File: src/rtl/core/sgd_pkg.sv
`timescale 1ns / 1ps
package sgd_pkg;

    localparam int MAX_WIDTH  = 1024;
    localparam int MAX_HEIGHT = 1024;
    localparam int PIX_BITS   = 8;
    localparam int COL_BITS   = $clog2(MAX_WIDTH);
    localparam int ROW_BITS   = 11;
    localparam int CFG_BITS   = 11;
    localparam int GRAD_BITS  = 11;
    localparam int ABS_BITS   = 10;
    localparam int SQ_BITS    = 22;
    localparam int ROOT_BITS  = 11;
    localparam int POS_BITS   = 10;
    localparam int PROD_BITS  = 28;

    localparam logic [17:0] TAN_LO = 18'd27146;
    localparam logic [17:0] TAN_HI = 18'd158218;

    localparam logic KIND_PIXEL = 1'b0;
    localparam logic KIND_FLUSH = 1'b1;

    localparam logic REG_WIDTH  = 1'b0;
    localparam logic REG_HEIGHT = 1'b1;

    localparam logic [1:0] DIR_HORZ     = 2'd0;
    localparam logic [1:0] DIR_DIAG_POS = 2'd1;
    localparam logic [1:0] DIR_VERT     = 2'd2;
    localparam logic [1:0] DIR_DIAG_NEG = 2'd3;

    typedef logic [PIX_BITS-1:0] pix_t;

    // one line-store entry: older row and newer row at the same column
    typedef struct packed {
        pix_t mid;
        pix_t top;
    } line_entry_t;

    typedef enum logic [1:0] {
        ST_IDLE,
        ST_UPD,
        ST_CALC,
        ST_SQRT
    } sgd_state_t;

endpackage

File: src/rtl/core/sgd_sqrt.sv
`timescale 1ns / 1ps
module sgd_sqrt (
    input  logic                          aclk,
    input  logic                          aresetn,
    input  logic                          start,
    input  logic [sgd_pkg::SQ_BITS-1:0]   operand,
    output logic                          busy,
    output logic [sgd_pkg::ROOT_BITS-1:0] root
);
    import sgd_pkg::*;

    logic [SQ_BITS-1:0] v_reg, v_next;
    logic [SQ_BITS-1:0] r_reg, r_next;
    logic [SQ_BITS-1:0] b_reg, b_next;
    logic [SQ_BITS:0]   trial;

    assign busy = (b_reg != '0);
    assign root = r_reg[ROOT_BITS-1:0];
    assign trial = {1'b0, r_reg} + {1'b0, b_reg};

    // digit-by-digit root, one bit pair per cycle
    always_comb begin
        v_next = v_reg;
        r_next = r_reg;
        b_next = b_reg;
        if (start) begin
            v_next = operand;
            r_next = '0;
            b_next = SQ_BITS'(1) << (SQ_BITS - 2);
        end else if (busy) begin
            if ({1'b0, v_reg} >= trial) begin
                v_next = v_reg - trial[SQ_BITS-1:0];
                r_next = (r_reg >> 1) + b_reg;
            end else begin
                r_next = r_reg >> 1;
            end
            b_next = b_reg >> 2;
        end
    end

    always_ff @(posedge aclk) begin
        if (!aresetn) begin
            b_reg <= '0;
        end else begin
            b_reg <= b_next;
        end
        v_reg <= v_next;
        r_reg <= r_next;
    end

endmodule

File: config.mk
export PLATFORM = sky130hd
export DESIGN_NAME = sgd_sqrt
export DESIGN_NICKNAME = d
export VERILOG_FILES = /design/src/rtl/core/sgd_pkg.sv /design/src/rtl/core/sgd_sqrt.sv
export SDC_FILE = /design/constraint.sdc
export NUM_CORES = 1
export LEC_CHECK = 0
export BUFFER_PORTS_ARGS = -buffer_cell sky130_fd_sc_hd__buf_2
export CORE_ASPECT_RATIO = 0.75
export CORE_MARGIN = 2
export CORE_UTILIZATION = 61
export CTS_CLUSTER_DIAMETER = 80
export DETAILED_ROUTE_END_ITERATION = 12
export PLACE_DENSITY = 0.82
export SYNTH_ARGS = -nofsm -noshare
export SYNTH_HDL_FRONTEND = slang
export SYNTH_SLANG_ARGS = --single-unit
File: constraint.sdc
create_clock -name aclk -period 4.9 [get_ports aclk]
set_input_delay 0.245 -clock aclk [delete_from_list [all_inputs] [get_ports aclk]]
set_output_delay 0.245 -clock aclk [all_outputs]
set_load 0.005 [all_outputs]
==> metrics.yaml <==
run_status:
  status: "completed"
logic_synthesis:
  async_flop_share_pct: 0
  synth_area_per_cell_um2: 8.806
  synth-xor-area-share_pct: 9.907
  synth_top_family_by_area: "compound AO/OA/AOI/OAI gates"
  syn_inst: 522
  syn_nets: 594
  seq_area_frac_synth_pct: 28.74
  synth_top_flop_cell: "dfxtp_1"
  synth_top_cell_by_area: "dfxtp_1"
  synthTopCellsByArea: "dfxtp_1 14%, edfxtp_1 14%, ha_1 13%, xnor2_1 6.3%, o21ai_0 3.9%"
  muxShareOfSynthArea_pct: 2.940
  synth-compound-area-share_pct: 22.81
  synth_edf_count: 22
  synth_simple_gate_area_share_pct: 18.05
  synthAdderAreaFrac_pct: 12.96
  yosysUniqueCellTypes: 62
  yosys_warnings: 0
  ys_seq_elements: 55
  synth_area_um2: 4597
  synth.top_cell.area_share_pct: 14.37
timing:
  setup_viol: 0
  min_period_ns: 4.598
  period_share_pct: 93.83
  layout_setup_ws_ns: 0.3025
  finalHoldViolCount: 0
  tns_ns: 0
  rsz0062_at_grt: "false"
  finClkSkew_ns: 0.01513
  fmax_mhz: 217.5
  slew_violations: 0
  slew_headroom_pct: 43.84
  worst-slew-pin-transition_ns: 0.8425
clock_tree:
  clock-sinks: 55
  h-tree-depth: 2
  cts_hold_buf: 0
  clk_pin_slew_ns: 0.11
  cts_buffer_depth: 2
  root_buffer: "clkbuf_8"
  cts_tree: "yes"
  cts-buffers-inserted: 5
  clock_latency_ns: 0.32
layout:
  diodes: 0
  final_nets: 613
  nFillCells: 621
  syn_to_final_growth_pct: 5.743
  final_common_cell: "ha_1"
  utilization_pct: 66.31
  final_cell_mix: "46 x ha_1, 44 x nand2_1, 38 x nor2_1"
  drive_gt1_share_pct: 14.39
global_routing:
  use_met1_pct: 37.72
  grt_pass1_wl_um: 17570
  grtUsageMet2_pct: 42.57
  grt_use_total_pct: 26.31
  grt-busiest-layer: "met2"
  antenna_found_initial: 0
  use_met3_pct: 3.530
  overflow: 0
  grt_pass1_vias: 3609
  grt_max_degree: 49
die:
  coreArea_um2: 7331
  die-area_um2: 8254
  initial_core_util_pct: 62.71
  rows: 27
  die_y_um: 79.18
  io_pins: 37
  die_w_um: 104.2
placement:
  pre_cts_slack_ns: 0.2662
  port_buffers: 36
  place_hpwl_um: 7777
  place_congestion: 0.9800
detailed_routing:
  wire_per_inst_um: 16.38
  vias: 3864
  totalWireLength_um: 10530
  drt_iter0_drc: 288
  drtPass1Iterations: 4
  postRouteAntennaNets: 0
  drc_errors: 0
  viasPerCell: 6.009
job:
  maxCapViolCount: 0
power_and_ir_drop:
  ir_worst_vdd_mv: 0.2525
  power_mw: 2.093
  powerDensity_nw_per_um2: 430.5
  p_leak_nw: 2.012
setup_path:
  crit_path_end_kind: "register"
  cp_data_required_time_ns: 5.10
  cp_slowest_cell: "or4_1"
  cp_slowest_stage_delay_ns: 0.45
  critPathKind: "register to register"
  worstPathMaxFanout: 13
  arrival_ns: 4.80
  start_kind: "register"
  path_cells: "ha_1 -> a31oi_1 -> o21ba_2 -> o21bai_1 -> a21oi_1 -> nor2_1 -> or4_1 -> a41oi_1 -> xor2_1 -> ha_1 -> nand4_1 -> nor4_1 -> nand2b_1 -> nand3_1 -> a31oi_4 -> or2_1 -> buf_4 -> o31ai_1 -> a21oi_1"
hold_path:
  holdCritPathClass: "primary input to register"
-- per-layer routing --
metal / vias to the layer above / routed length, µm / part of all wire (%)
li1: 1951 / - / -
met1: 1801 / 5223 / 50
met2: 105 / 4746 / 45
met3: 7 / 499 / 4.7
met4: 0 / 64 / 0.61
met5: - / 0 / 0
-- path summary, 6_finish.rpt --
kind	from	to	slack (ns)	cells after the start
hold / removal	aresetn	b_reg[20]	0.15	2
hold reg to reg	b_reg[10]	b_reg[8]	0.53	1
setup / recovery	r_reg[2]	r_reg[8]	0.30	19
setup reg to reg	r_reg[2]	r_reg[8]	0.30	19
-- kinds of logic (layout without fill, tap and decap cells) --
group	Yosys count	count (layout)
and+or+nand+nor	158	158
AOI/OAI and AO/OA	157	157
DFF	55	55
xor gates and xnor gates	52	52
adders and majority gates	47	47
buffers and inverters	40	60
muxes	13	13
-- metrics by stage --
stage / cell area, µm² / instances / hold slack (ns)
6_report: 4861 / 643 / 0.1470
5_1_grt: 4861 / 643 / 0.1331
4_1_cts: 4846 / 641 / 0.1378
3_5_place_dp: 4760 / 633 / 0.4650
3_3_place_gp: 4760 / 633 / 0.4631
2_1_floorplan: 4597 / 522 / 0.3723
-- cell type report --
| type | instances | area [µm²] | share of cell area [%] |
|---|---|---|---|
| multi-input cells | 427 | 3064 | 63.04 |
| inverters | 10 | 37.54 | 0.7722 |
| clock buffers | 5 | 68.82 | 1.416 |
| repair buffers | 42 | 225.2 | 4.633 |
| clock inverters | 3 | 17.52 | 0.3604 |
| well taps | 101 | 126.4 | 2.600 |
| flip-flops and latches | 55 | 1321 | 27.18 |
-- critical path, delay by kind of cell, from the launching register on --
| kind | cells | cell delay, ns |
|---|---|---|
| flops | 1 | 0.43 |
| simple gates | 7 | 1.55 |
| compound gates | 8 | 1.53 |
| xor+xnor | 1 | 0.10 |
| fa+ha+maj | 2 | 0.68 |
| buf+inv | 1 | 0.19 |
-- timing repair --
item / CTS / global route
gates resized for setup: 0 / 0
setup buffers: 0 / 2
endpoints found under the setup margin: 0 / 22
-- synthesized netlist by cell type, drive strengths merged (2+ instances only) --
cell	instances
or3	2
nor3	10
a21oi	34
mux2	4
and2	11
clkbuf	16
edfxtp	22
xnor2	33
nand4	5
o32ai	2
buf	14
or2	3
o21bai	9
inv	10
nand3	9
mux2i	9
o21ai	38
nor2b	6
xor2	19
o21a	3
nor4	5
nor3b	4
ha	46
and4	3
a31o	3
dfxtp	33
a221oi	2
and3	5
a21o	13
nor2	40
o211ai	5
o31ai	7
o22ai	2
a31oi	16
a211oi	15
nand2b	9
nand2	44
-- power by group --
part	switching, mW	internal (mW)	total, mW
combinational	0.659	0.501	1.16
clock	0.161	0.101	0.262
sequential	0.0699	0.600	0.670
Note: power is estimated with default switching activity, not from simulation.
